==> src/rtl/daily_time_window_table_top_defines.svh <==
// Assertion macros used by the time window table controller.
`ifndef DAILY_TIME_WINDOW_TABLE_TOP_DEFINES_SVH
`define DAILY_TIME_WINDOW_TABLE_TOP_DEFINES_SVH
`ifndef ASSERT_OFF
// Checks a property on every clock edge outside reset.
`define DTWT_ASSERT(name, clk, rst_n, prop, msg) \
  name: assert property (@(posedge clk) disable iff (!rst_n) (prop)) else $error(msg);
// Checks that a condition implies a consequence in the same cycle.
`define DTWT_ASSERT_IMP(name, clk, rst_n, ante, cons, msg) \
  name: assert property (@(posedge clk) disable iff (!rst_n) (ante) |-> (cons)) else $error(msg);
`else
`define DTWT_ASSERT(name, clk, rst_n, prop, msg)
`define DTWT_ASSERT_IMP(name, clk, rst_n, ante, cons, msg)
`endif
`endif

==> src/rtl/dtwt_pkg.sv <==
// Types, constants and helper functions of the daily time window table.
package dtwt_pkg;

  localparam int unsigned NUM_WINDOWS_DEF = 4;

  localparam logic [4:0]  HOUR_MAX      = 5'd23;
  localparam logic [5:0]  MINUTE_MAX    = 6'd59;
  localparam logic [10:0] MIN_PER_HOUR  = 11'd60;

  typedef enum logic [1:0] {
    OP_WRITE = 2'd0,
    OP_READ  = 2'd1,
    OP_CHECK = 2'd2,
    OP_NONE  = 2'd3
  } op_e;

  typedef enum logic [1:0] {
    S_IDLE,
    S_EXEC,
    S_SCAN,
    S_FIN
  } ctrl_state_e;

  typedef struct packed {
    logic [1:0] operation;
    logic [1:0] entry_index;
    logic [4:0] on_hour;
    logic [5:0] on_minute;
    logic [4:0] off_hour;
    logic [5:0] off_minute;
    logic [4:0] now_hour;
    logic [5:0] now_minute;
    logic [5:0] now_second;
  } in_req_t;

  typedef struct packed {
    logic       active;
    logic [4:0] read_on_hour;
    logic [5:0] read_on_minute;
    logic [4:0] read_off_hour;
    logic [5:0] read_off_minute;
  } out_rsp_t;

  typedef struct packed {
    logic [4:0] on_hour;
    logic [5:0] on_minute;
    logic [4:0] off_hour;
    logic [5:0] off_minute;
  } entry_t;

  localparam int unsigned ENTRY_W = $bits(entry_t);

  typedef struct packed {
    logic capture;
    logic ram_we;
    logic ram_re;
    logic scan_start;
    logic scan_step;
    logic load_out;
  } dp_cmd_t;

  typedef struct packed {
    op_e  op;
    logic scan_last;
    logic out_free;
  } dp_status_t;

  function automatic logic [4:0] clamp_hour(input logic [4:0] h);
    return (h > HOUR_MAX) ? HOUR_MAX : h;
  endfunction

  function automatic logic [5:0] clamp_minute(input logic [5:0] m);
    return (m > MINUTE_MAX) ? MINUTE_MAX : m;
  endfunction

  // 31 * 60 + 63 still fits in eleven bits.
  function automatic logic [10:0] minutes_of_day(input logic [4:0] h, input logic [5:0] m);
    return 11'(11'(h) * MIN_PER_HOUR) + 11'(m);
  endfunction

endpackage

==> src/rtl/daily_time_window_table_top.sv <==
// Top level of the daily time window table.
//
// The block keeps NUM_WINDOWS daily on/off windows, all cleared (disabled) by reset.
// Requests arrive on the in_valid_i / in_stall_o channel with an in_req_t payload;
// a request is taken at a clock edge where in_valid_i is high and in_stall_o is low.
// Each request yields exactly one response on out_valid_o / out_stall_i.
// A write stores one clamped entry, a read returns one entry, and a check reports
// whether any enabled window contains the current hour and minute. Code 3 returns
// an all-zero response and leaves the table unchanged.
// A write, read or unused code passes through the execute and finish states, and its
// response is loaded into the output register in the finish state. A check walks the
// window memory one entry per cycle through its single read port in the scan state,
// then loads its response into the output register in the finish state.
// One request is in service at a time; in_stall_o is high while it is processed.
// A finished response sits in an output register, so the next request can be taken
// while the receiver still stalls. If the output register is full when another
// response is ready, the block waits with that response until the slot frees.
// Reset is asynchronous and active low; it clears all valid bits, so no clearing
// pass is needed and the block accepts requests in the first cycle after reset.
module daily_time_window_table_top import dtwt_pkg::*; #(
  parameter int unsigned NUM_WINDOWS = NUM_WINDOWS_DEF
) (
  input  logic     clk_i,
  input  logic     rst_ni,
  input  logic     in_valid_i,
  output logic     in_stall_o,
  input  in_req_t  in_req_i,
  output logic     out_valid_o,
  input  logic     out_stall_i,
  output out_rsp_t out_rsp_o
);

  // Command and status between the sequencer and the datapath.
  dp_cmd_t    cmd;
  dp_status_t status;

  dtwt_ctrl u_ctrl (
    .clk_i      (clk_i),
    .rst_ni     (rst_ni),
    .in_valid_i (in_valid_i),
    .in_stall_o (in_stall_o),
    .status_i   (status),
    .cmd_o      (cmd)
  );

  // The datapath holds the request, the window memory and the response register.
  dtwt_dp #(
    .NUM_WINDOWS (NUM_WINDOWS)
  ) u_dp (
    .clk_i       (clk_i),
    .rst_ni      (rst_ni),
    .in_req_i    (in_req_i),
    .cmd_i       (cmd),
    .status_o    (status),
    .out_stall_i (out_stall_i),
    .out_valid_o (out_valid_o),
    .out_rsp_o   (out_rsp_o)
  );

endmodule

==> src/rtl/dtwt_ram.sv <==
// Generic single-port-write, single-port-read RAM with registered read data.
module dtwt_ram #(
  parameter int unsigned WIDTH = 8,
  parameter int unsigned DEPTH = 4
) (
  input  logic                                        clk_i,
  input  logic                                        we_i,
  input  logic [((DEPTH > 1) ? $clog2(DEPTH) : 1)-1:0] waddr_i,
  input  logic [WIDTH-1:0]                            wdata_i,
  input  logic                                        re_i,
  input  logic [((DEPTH > 1) ? $clog2(DEPTH) : 1)-1:0] raddr_i,
  output logic [WIDTH-1:0]                            rdata_o
);

  logic [WIDTH-1:0] mem_q [DEPTH];
  logic [WIDTH-1:0] rdata_q;

  always_ff @(posedge clk_i) begin
    if (we_i) begin
      mem_q[waddr_i] <= wdata_i;
    end
    if (re_i) begin
      rdata_q <= mem_q[raddr_i];
    end
  end

  assign rdata_o = rdata_q;

endmodule

==> src/rtl/dtwt_ctrl.sv <==
// Controller state machine that sequences writes, reads and window checks.
`include "daily_time_window_table_top_defines.svh"

module dtwt_ctrl import dtwt_pkg::*; (
  input  logic       clk_i,
  input  logic       rst_ni,
  input  logic       in_valid_i,
  output logic       in_stall_o,
  input  dp_status_t status_i,
  output dp_cmd_t    cmd_o
);

  ctrl_state_e state_q, state_d;

  always_ff @(posedge clk_i or negedge rst_ni) begin
    if (!rst_ni) begin
      state_q <= S_IDLE;
    end else begin
      state_q <= state_d;
    end
  end

  always_comb begin
    state_d    = state_q;
    cmd_o      = '0;
    in_stall_o = 1'b1;
    unique case (state_q)
      S_IDLE: begin
        in_stall_o = 1'b0;
        if (in_valid_i) begin
          cmd_o.capture = 1'b1;
          state_d       = S_EXEC;
        end
      end
      S_EXEC: begin
        state_d = S_FIN;
        unique case (status_i.op)
          OP_WRITE: cmd_o.ram_we = 1'b1;
          OP_READ:  cmd_o.ram_re = 1'b1;
          OP_CHECK: begin
            cmd_o.ram_re     = 1'b1;
            cmd_o.scan_start = 1'b1;
            state_d          = S_SCAN;
          end
          default: ;
        endcase
      end
      S_SCAN: begin
        cmd_o.scan_step = 1'b1;
        cmd_o.ram_re    = !status_i.scan_last;
        if (status_i.scan_last) begin
          state_d = S_FIN;
        end
      end
      S_FIN: begin
        if (status_i.out_free) begin
          cmd_o.load_out = 1'b1;
          state_d        = S_IDLE;
        end
      end
      default: state_d = S_IDLE;
    endcase
  end

  `DTWT_ASSERT(a_accept_exec, clk_i, rst_ni, (in_valid_i && state_q == S_IDLE) |=> (state_q == S_EXEC), "accepted request did not start execution")
  `DTWT_ASSERT(a_scan_end, clk_i, rst_ni, (state_q == S_SCAN && status_i.scan_last) |=> (state_q == S_FIN), "scan did not finish after the last entry")
  `DTWT_ASSERT(a_hold_result, clk_i, rst_ni, (state_q == S_FIN && !status_i.out_free) |=> (state_q == S_FIN), "pending result dropped while output was full")
  `DTWT_ASSERT_IMP(a_write_only_exec, clk_i, rst_ni, cmd_o.ram_we, (state_q == S_EXEC && status_i.op == OP_WRITE), "table written outside a write request")

endmodule

==> src/rtl/dtwt_dp.sv <==
// Datapath: request registers, window storage, scan logic and output register.
module dtwt_dp import dtwt_pkg::*; #(
  parameter int unsigned NUM_WINDOWS = NUM_WINDOWS_DEF
) (
  input  logic       clk_i,
  input  logic       rst_ni,
  input  in_req_t    in_req_i,
  input  dp_cmd_t    cmd_i,
  output dp_status_t status_o,
  input  logic       out_stall_i,
  output logic       out_valid_o,
  output out_rsp_t   out_rsp_o
);

  localparam int unsigned IDX_W = (NUM_WINDOWS > 1) ? $clog2(NUM_WINDOWS) : 1;
  // The index field is two bits, so only table sizes below four need a reduction.
  localparam logic [2:0] MOD_N = (NUM_WINDOWS > 4) ? 3'd4 : 3'(NUM_WINDOWS);

  op_e              op_q;
  logic [IDX_W-1:0] idx_q;
  entry_t           wentry_q;
  logic [10:0]      now_q;
  logic [IDX_W-1:0] cnt_q;
  logic             any_q;
  logic [NUM_WINDOWS-1:0] valid_q;
  logic             out_valid_q;
  out_rsp_t         out_q;

  logic [1:0]       idx_rem;
  logic [IDX_W-1:0] ram_raddr;
  logic [ENTRY_W-1:0] ram_rdata;
  entry_t           rd_entry;
  logic [10:0]      on_t;
  logic [10:0]      off_t;
  logic             hit;
  logic             scan_last;
  out_rsp_t         out_d;

  // Index modulo the table size by repeated compare and subtract.
  always_comb begin
    idx_rem = in_req_i.entry_index;
    for (int k = 0; k < 3; k++) begin
      if ({1'b0, idx_rem} >= MOD_N) begin
        idx_rem = 2'({1'b0, idx_rem} - MOD_N);
      end
    end
  end

  always_ff @(posedge clk_i) begin
    if (cmd_i.capture) begin
      op_q                <= op_e'(in_req_i.operation);
      idx_q               <= IDX_W'(idx_rem);
      wentry_q.on_hour    <= clamp_hour(in_req_i.on_hour);
      wentry_q.on_minute  <= clamp_minute(in_req_i.on_minute);
      wentry_q.off_hour   <= clamp_hour(in_req_i.off_hour);
      wentry_q.off_minute <= clamp_minute(in_req_i.off_minute);
      now_q               <= minutes_of_day(in_req_i.now_hour, in_req_i.now_minute);
    end
  end

  always_comb begin
    if (cmd_i.scan_start) begin
      ram_raddr = '0;
    end else if (cmd_i.scan_step) begin
      ram_raddr = cnt_q + IDX_W'(1);
    end else begin
      ram_raddr = idx_q;
    end
  end

  dtwt_ram #(
    .WIDTH (ENTRY_W),
    .DEPTH (NUM_WINDOWS)
  ) u_ram (
    .clk_i   (clk_i),
    .we_i    (cmd_i.ram_we),
    .waddr_i (idx_q),
    .wdata_i (wentry_q),
    .re_i    (cmd_i.ram_re),
    .raddr_i (ram_raddr),
    .rdata_o (ram_rdata)
  );

  assign rd_entry = entry_t'(ram_rdata);

  // Window test for the entry read in the previous cycle.
  always_comb begin
    on_t  = minutes_of_day(rd_entry.on_hour, rd_entry.on_minute);
    off_t = minutes_of_day(rd_entry.off_hour, rd_entry.off_minute);
    hit   = 1'b0;
    if (valid_q[cnt_q] && (on_t != off_t)) begin
      if (on_t < off_t) begin
        hit = (now_q >= on_t) && (now_q < off_t);
      end else begin
        hit = (now_q >= on_t) || (now_q < off_t);
      end
    end
  end

  assign scan_last = (cnt_q == IDX_W'(NUM_WINDOWS - 1));

  always_ff @(posedge clk_i or negedge rst_ni) begin
    if (!rst_ni) begin
      cnt_q   <= '0;
      any_q   <= 1'b0;
      valid_q <= '0;
    end else begin
      if (cmd_i.scan_start) begin
        cnt_q <= '0;
        any_q <= 1'b0;
      end else if (cmd_i.scan_step) begin
        any_q <= any_q | hit;
        if (!scan_last) begin
          cnt_q <= cnt_q + IDX_W'(1);
        end
      end
      if (cmd_i.ram_we) begin
        valid_q[idx_q] <= 1'b1;
      end
    end
  end

  always_comb begin
    out_d = '0;
    unique case (op_q)
      OP_READ: begin
        if (valid_q[idx_q]) begin
          out_d.read_on_hour    = rd_entry.on_hour;
          out_d.read_on_minute  = rd_entry.on_minute;
          out_d.read_off_hour   = rd_entry.off_hour;
          out_d.read_off_minute = rd_entry.off_minute;
        end
      end
      OP_CHECK: out_d.active = any_q;
      default: ;
    endcase
  end

  always_ff @(posedge clk_i or negedge rst_ni) begin
    if (!rst_ni) begin
      out_valid_q <= 1'b0;
    end else if (cmd_i.load_out) begin
      out_valid_q <= 1'b1;
    end else if (!out_stall_i) begin
      out_valid_q <= 1'b0;
    end
  end

  always_ff @(posedge clk_i) begin
    if (cmd_i.load_out) begin
      out_q <= out_d;
    end
  end

  assign status_o.op        = op_q;
  assign status_o.scan_last = scan_last;
  assign status_o.out_free  = !out_valid_q || !out_stall_i;
  assign out_valid_o        = out_valid_q;
  assign out_rsp_o          = out_q;

endmodule
==> config.mk <==
export PLATFORM = sky130hd
export DESIGN_NAME = daily_time_window_table_top
export DESIGN_NICKNAME = d
export VERILOG_FILES = /design/src/rtl/dtwt_pkg.sv /design/src/rtl/daily_time_window_table_top.sv /design/src/rtl/dtwt_ram.sv /design/src/rtl/dtwt_ctrl.sv /design/src/rtl/dtwt_dp.sv
export VERILOG_INCLUDE_DIRS = /design/src /design/src/rtl
export SDC_FILE = /design/constraint.sdc
export NUM_CORES = 1
export LEC_CHECK = 0
export ABC_AREA = 1
export BUFFER_PORTS_ARGS = -buffer_cell sky130_fd_sc_hd__buf_2
export CORE_UTILIZATION = 40
export DETAILED_ROUTE_END_ITERATION = 10
export GPL_TIMING_DRIVEN = 0
export PLACE_DENSITY = 0.68
export SLEW_MARGIN = 5
export SYNTH_ARGS = -nofsm -noshare
export SYNTH_HDL_FRONTEND = slang
export SYNTH_SLANG_ARGS = --single-unit
==> constraint.sdc <==
create_clock -name clk_i -period 5.4 [get_ports clk_i]
set_input_delay 0.27 -clock clk_i [delete_from_list [all_inputs] [get_ports clk_i]]
set_output_delay 0.27 -clock clk_i [all_outputs]
set_load 0.05 [all_outputs]
# == Word-level counts from Yosys, hierarchy flattened ==
# Memories as Yosys holds them, arrays and structs flattened. A register that Yosys moved wholly into a read port is not among the register bits.
# Cells that the tools add are included.
# totals
reg_bits,70
mem_bits_rw,88
input_bits,47
out_inout_bits,25
elab_cells,100
memories,1
# op_classes
n_addsub,4
mul,3
n_lt_le_gt_ge,10
eq_ne,12
n_mux,36
n_bitwise,2
reduce_logical,15
# mem_list
memory,depth,word_bits,rd,rd_ports_with_merged_regs,write_ports,line_no,rtl
u_dp.u_ram.mem_q,4,22,1,1,1,dtwt_ram.sv:15,logic [WIDTH-1:0] mem_q [DEPTH];
# ops
cell,count
$add A11 B6 Y11,3
$mul A5 B4 Y9 const B,3
$mux W1,23
$lt A11 B11 Y1,2
$mux W2,8
$gt A6 B6 Y1 const B,2
$ge A11 B11 Y1,1
$ne A11 B11 Y1,1
$gt A5 B5 Y1 const B,2
$eq A2 B2 Y1 const B,4
$pmux W2 S4,1
$lt A2 B3 Y1 const B,2
$ne A2 B2 Y1 const B,3
$bmux W1 S2,2
$eq A2 B1 Y1 const B,2
$logic_not A2 Y1,2
$ne A2 B1 Y1 const B,2
$or A4 B4 Y4,1
$reduce_and A2 Y1,2
$logic_and A1 B1 Y1,3
$logic_not A1 Y1,3
$reduce_and A3 Y1,1
$add A2 B1 Y2 const B,1
$demux W1 S2,1
other kinds (6),7

# == Logic depth before layout (Yosys ltp) ==
# Gate-level depths: netlist of run 1.
# depth
word_depth,9
depth_mapped,27
depth_no_buf,27

# == Modules after synthesis ==
# A second synthesis of run 1 with hierarchy kept.
# unflattened
cells_unflattened,1056
area_unflattened_um2,10357.4
# by_module_without_submodules
module,n_inst,cells_each,area_each_um2,seq_area_each_um2
dtwt_dp,1,637,5612.9,2001.9
dtwt_ram,1,374,4441.8,3303.2
dtwt_ctrl,1,45,302.8,50.0

# == Least setup slack after synthesis of run 1 ==
# No wires, ideal clock.
# synth_timing
kind,register -> register
startpoint,"register u_dp.u_ram.rdata_q[17], in the netlist u_dp.u_ram.rdata_o[17] (read register of u_dp.u_ram.mem_q)"
endpoint,register u_dp.any_q
setup_time_ns,0.117
arrival_ns,4.060
t_required_ns,5.283
slack_ns,1.223
stages_incl_launch_ff,27
path_buffers,0
period_less_slack_ns,4.177
cell_sequence,edfxtp_1 -> fa_1 -> inv_1 -> fa_1 -> inv_1 -> fa_1 -> ha_1 -> nand3_1 -> nor2_1 -> nand2_1 -> nand2_1 -> xor2_1 -> inv_1 -> ha_1 -> nand2_1 -> nor2_1 -> a21oi_1 -> a21boi_0 -> nand2_1 -> inv_1 -> nor2_1 -> nor2_1 -> nor2_1 -> nand2_1 -> nand3_1 -> nand2_1 -> a21oi_2
# synth_between
elab_chain_len,9
word_cells_on_any_way,13
classes_between,1 x add/sub; 1 x mul; 2 x order compare; 1 x eq/ne; 4 x mux; 1 x bitwise; 3 x reduce/logical
# synth_rtl
element,line_no,rtl
"start, declared",dtwt_ram.sv:16,logic [WIDTH-1:0] rdata_q;
$mul A5 B4 Y9 *,dtwt_pkg.sv:78,return 11'(11'(h) * MIN_PER_HOUR) + 11'(m);
$add A11 B6 Y11 *,dtwt_pkg.sv:78,
$ge A11 B11 Y1,"dtwt_dp.sv:93, dtwt_dp.sv:95",
$logic_or A1 B1 Y1 / $logic_and A1 B1 Y1 (equally long branches),"dtwt_dp.sv:95, dtwt_dp.sv:93",
$mux W1,dtwt_dp.sv:92,if (on_t < off_t) begin
$mux W1 *,dtwt_dp.sv:91,if (valid_q[cnt_q] && (on_t != off_t)) begin
$or A1 B1 Y1 *,dtwt_dp.sv:112,any_q <= any_q | hit;
$mux W1 *,dtwt_dp.sv:111,end else if (cmd_i.scan_step) begin
$mux W1 *,dtwt_dp.sv:108,if (cmd_i.scan_start) begin
"end signal, assigned",dtwt_dp.sv:112,
"end, declared",dtwt_dp.sv:24,logic any_q;
# Mark *: on every way between the ends. The rest lies on a longest branch, timed or not. The select of a mux whose other input is x is not followed.
# A chain may end at the register's enable or synchronous reset.

# == Worst setup path after layout of run 1 ==
# Same ends and word-level chain as after synthesis.

==> flow_summary.ini, run 1 <==
[logic_synthesis]
syn_area_sq_um = 9810
ys_seq_area_frac = 0.546
synth_edf_count = 170
syn_inst = 928
synth_async_sr_flop_share = 0.0556
syn-num-nets = 1083
synthFlopType = edfxtp_1
synth_top_area_frac = 0.520
synth_top_cells_by_area = edfxtp_1 52%, ha_1 11%, inv_1 5.3%, nor2_1 5.2%, nand2_1 5.1%
yosysUniqueCellTypes = 35
ys_seq_elements = 180
synth_top_area_cell = edfxtp_1
synth_warnings = 0
avgSynthCellArea_sq_um = 10.6

[worst_setup_path]
crit_arrival_ps = 5100
reg2reg_depth = 26
worst_ep_required_time_ps = 5720
cp_slowest_cell = fa_1
critical_path_class = reg -> reg
path_buf_inv = 4
crit_top_cell = nor2_1
crit_path_end_kind = flip-flop
cpPeakStageDelay_ps = 590
crit_cells = 26
crit_family = adder cells
crit_fanout = 4
startpoint_type = flip-flop

[timing]
setup_viol = 0
setup_slack_ps = 615
relSlewSlack = 0.453
rsz0062_at_grt = no
final.setup_skew_ps = 9.79
drv_slew = 0
tightest_slew_ps = 819
fmax_mhz = 209
period_share = 0.886
min_period_ps = 4780
tns_ps = 0
hold_viol_final = 0

[grt]
grt_pass1_wl_um = 31000
first_global_vias = 6545
antenna_found_initial = 0
grt_max_degree = 27
grt.overflow.total = 0
grtUsageTotal = 0.161

[layout]
area_growth_pct = 15.6
mostFrequentLayoutCell = edfxtp_1
fin_cells = 1353
insertedDiodeCount = 0
final_cell_mix = 170 x edfxtp_1, 137 x inv_1, 133 x nand2_1, 131 x nor2_1, 84 x ha_1
final_nets = 1176
stdcell_area_sq_um = 11300
drive_gt1_frac = 0.130

[run_status]
status = completed

[cts]
path_clk_slew_ps = 70
cts_tree = done
cts_root_buffer = clkbuf_16
cts_repair_resize_count = 0
worstSkewPairLatency_ps = 430
cts_buffers = 17
cts-htree-levels = 4
clockBufferDepth = 2
clock-sinks = 180

[placement]
gp_congestion = 0.840
pre_cts_ws_ps = 646
numPortBuffers = 65
dpl_cell_area_sq_um = 10700
dpl.cell_count = 1318
dpl.hpwl_um = 14000

[floorplanning]
coreArea_sq_um = 23800
start_util = 0.413
num_rows = 56
dieArea_sq_um = 25200
die_x_um = 159
die_h_um = 159
io_pins = 72

[worst_hold_path]
worstHoldPathCells = 1
hold_path_class = in -> reg

[routing]
routed-via-count = 6471
drt_first_iter_violations = 355
drcViolationCount = 0
avgViaCountPerCell = 4.78
dr.pass1.iters = 5
wl_um = 18700
postRouteAntennaNets = 0
routedWlPerCell_um = 13.8

[flow_run]
drv_cap = 0
## worst paths after layout
kind                                        startpoint         endpoint  slack, ps
min in group asynchronous                       rst_ni  u_dp.valid_q[2]        240
worst min-delay path                      in_req_i[42]     u_dp.op_q[1]         10
worst max-delay path            u_dp.u_ram.rdata_o[17]       u_dp.any_q        620
worst min register to register         u_dp.valid_q[1]  u_dp.valid_q[1]        480
max in group asynchronous                       rst_ni    u_dp.cnt_q[1]       4950
worst max register to register  u_dp.u_ram.rdata_o[17]       u_dp.any_q        620
## through the flow
stage          hold WS, ps  utilization
2_1_floorplan        -25.6            -
3_3_place_gp           152        0.444
3_5_place_dp           154        0.450
4_1_cts               1.45        0.477
5_1_grt              0.759        0.478
6_report              11.6        0.478
## worst register-to-register path: cells and delay by family, from the launching register on
kind,cells,cell delay (ps)
compound gates,3,410
simple gates,13,1140
flops,1,470
buf+inv,4,250
fa+ha+maj,5,2160
xor+xnor,1,250
## metal layers
metal | up-vias | GRT usage | routed length [um]
met3 | 19 | 0.0267 | 520
met5 | - | 0 | 0
li1 | 3305 | - | -
met2 | 101 | 0.293 | 9710
met4 | 0 | 0.0495 | 221
met1 | 3046 | 0.194 | 8270
## layout make-up
type | count | area [sq um]
repair buffers | 74 | 475
inverters | 141 | 529
plain buffers | 22 | 82.6
fillers | 2084 | 12400
well taps | 319 | 399
flip-flops and latches | 180 | 5360
multi-input cells | 585 | 3870
clock buffers | 21 | 460
clock inverters | 11 | 174
## Yosys cell counts (all sizes together), types with 3 or more instances
library cell and n:
nand4 11, xor2 11, fa 24, ha 84
edfxtp 170, nand3 44, dfrtp 10, nor2 140
and2 3, inv 141, o32ai 22, o21ai 39
clkbuf 22, a21oi 35, nand2 146, xnor2 10
## registers in the layout (all words and copies together), names as in the netlist
signal / count
u_ctrl.state_q: 2
u_dp.any_q: 1
u_dp.cnt_q: 2
u_dp.idx_q: 2
u_dp.now_q: 11
u_dp.op_q: 2
u_dp.out_rsp_o: 23
u_dp.out_valid_o: 1
u_dp.u_ram.mem_q: 88
u_dp.u_ram.rdata_o: 22
u_dp.valid_q: 4
u_dp.wentry_q: 22
## cell families after synthesis
family          Yosys count  share of synthesized area
xor+xnor                 21                     0.0187
flops                   180                      0.546
fa+ha+maj               108                      0.156
buf+inv                 163                     0.0624
simple gates            350                      0.152
compound gates          106                     0.0652
## repair_timing
| action | in CTS | in global routing |
|---|---|---|
| endpoints found under the hold margin | 10 | 2 |
| setup buffers | 0 | 0 |
| hold buffers | 1 | 2 |
Power of run 1 is left out: the tool's default activity adds up to more than one toggle a clock period on the data nets, which glitch-free logic cannot reach.
==> run 2: changes to the inputs <==
--- a/config.mk
+++ b/config.mk
@@ -8,10 +8,10 @@
 export LEC_CHECK = 0
 export ABC_AREA = 1
 export BUFFER_PORTS_ARGS = -buffer_cell sky130_fd_sc_hd__buf_2
-export CORE_UTILIZATION = 40
+export CORE_UTILIZATION = 54
 export DETAILED_ROUTE_END_ITERATION = 10
 export GPL_TIMING_DRIVEN = 0
-export PLACE_DENSITY = 0.68
+export PLACE_DENSITY = 0.84
 export SLEW_MARGIN = 5
 export SYNTH_ARGS = -nofsm -noshare
 export SYNTH_HDL_FRONTEND = slang
==> run 2 against run 1 <==
Setup slack improved by 27 ps. Via count increased by 4.0%. Die area decreased by 26%. Fmax increased by 0.58%. Global-route usage increased by 5.6 points. Sequential share of layout area increased by 0.34 points. Hold slack got worse by 2.9 ps. Non-clock buffer count unchanged. Cell count decreased by 6.9%. First-iteration DRC count increased by 28%. Design area decreased by 0.71%. Sequential cell count unchanged.
==> flow_summary.ini, run 2 (synthesis gave the netlist of run 1 again) <==
[worst_setup_path]
worst_ep_required_time_ps = 5720
crit_arrival_ps = 5070
crit_path_end_kind = flip-flop
cpPeakStageDelay_ps = 600
cp_slowest_cell = fa_1
crit_fanout = 4
crit_top_cell = nand2_1
critical_path_class = reg -> reg
startpoint_type = flip-flop

[layout]
mostFrequentLayoutCell = edfxtp_1
area_growth_pct = 14.8
final_nets = 1176
drive_gt1_frac = 0.130
multi_input_area_sq_um = 3860
final_cell_mix = 170 x edfxtp_1, 137 x inv_1, 133 x nand2_1, 131 x nor2_1, 84 x ha_1
insertedDiodeCount = 0
regMostFlops = u_dp.u_ram.mem_q
fillers = 1279
largest_register_ffs = 88
ff_latch_area_sq_um = 5360

[cts]
cts_root_buffer = clkbuf_16
ctsHoldBuffers = 1
cts_repair_resize_count = 0
path_clk_slew_ps = 70
cts_tree = done
cts_buffers = 17
worstSkewPairLatency_ps = 430
clockBufferDepth = 2
cts_setup_buffers = 0
clock-sinks = 180
cts-htree-levels = 4

[routing]
routed-via-count = 6727
drcViolationCount = 0
wl_um = 19000
postRouteAntennaNets = 0
drt_first_iter_violations = 455
avgViaCountPerCell = 5.34
routedWlPerCell_um = 15.1
dr.pass1.iters = 5

[floorplanning]
die_x_um = 137
dieArea_sq_um = 18700
die_h_um = 137
coreArea_sq_um = 17500
io_pins = 72
num_rows = 48
start_util = 0.559

[timing]
final.setup_skew_ps = 10.0
hold_viol_final = 0
drv_slew = 0
tightest_slew_ps = 865
min_period_ps = 4760
relSlewSlack = 0.423
tns_ps = 0
period_share = 0.881
rsz0062_at_grt = no
setup_viol = 0
fmax_mhz = 210

[run_status]
status = completed

[grt]
grtUsageTotal = 0.217
first_global_vias = 6658
antenna_found_initial = 0
grt.overflow.total = 0
grt_pass1_wl_um = 30600
grt_max_degree = 38

[flow_run]
drv_cap = 0

[placement]
gp_congestion = 0.838
numPortBuffers = 65
dpl.hpwl_um = 13400

[worst_hold_path]
hold_path_class = in -> reg
==> run 2: critical path, delay by kind of cell, from the launching register on <==
family | cells | cell delay, ps
flip-flops | 1 | 470
buffers and inverters | 4 | 240
XOR/XNOR | 1 | 220
AND/OR/NAND/NOR | 13 | 1080
AO/OA/AOI/OAI | 3 | 450
adder cells (fa/ha/maj) | 5 | 2170
==> run 2: path summary, 6_finish.rpt <==
path	end	start	slack (ps)	cells past startpoint
max	u_dp.any_q	u_dp.u_ram.rdata_o[17]	640	26
max in group asynchronous	u_dp.cnt_q[0]	rst_ni	4950	2
min reg2reg	u_dp.u_ram.mem_q[3][11]	u_dp.wentry_q[11]	490	0
max reg2reg	u_dp.any_q	u_dp.u_ram.rdata_o[17]	640	26
min in group asynchronous	u_dp.valid_q[1]	rst_ni	250	2
min	u_dp.now_q[0]	in_req_i[6]	9	1
==> run 2: per-stage QoR <==
| step | cell area [sq um] | hold WS [ps] | cells | setup WS, ps | utilization |
|---|---|---|---|---|---|
| 2_1_floorplan | 9810 | -25.6 | 928 | 1220 | - |
| 3_3_place_gp | 10400 | 145 | 1218 | 718 | 0.594 |
| 3_5_place_dp | 10600 | 144 | 1224 | 678 | 0.602 |
| 4_1_cts | 11200 | 1.03 | 1257 | 663 | 0.641 |
| 5_1_grt | 11300 | 4.05 | 1259 | 238 | 0.642 |
| 6_report | 11300 | 8.67 | 1259 | 643 | 0.642 |
==> run 2: layer usage <==
layer | track usage | part of all wire | vias to the layer above
met2 | 0.387 | 0.52 | 217
met4 | 0.100 | 0.022 | 0
li1 | - | - | 3312
met5 | 0 | 0 | -
met3 | 0.0359 | 0.042 | 34
met1 | 0.256 | 0.42 | 3164
==> run 2: area by class of cell <==
class | count | share of cell area
plain buffers | 22 | 0.00733
multi-input cells | 585 | 0.343
flip-flops and latches | 180 | 0.475
repair buffers | 74 | 0.0422
inverters | 141 | 0.0470
well taps | 225 | 0.0250
clock buffers | 19 | 0.0384
clock inverters | 13 | 0.0219
Power of run 2 is left out for the same reason.
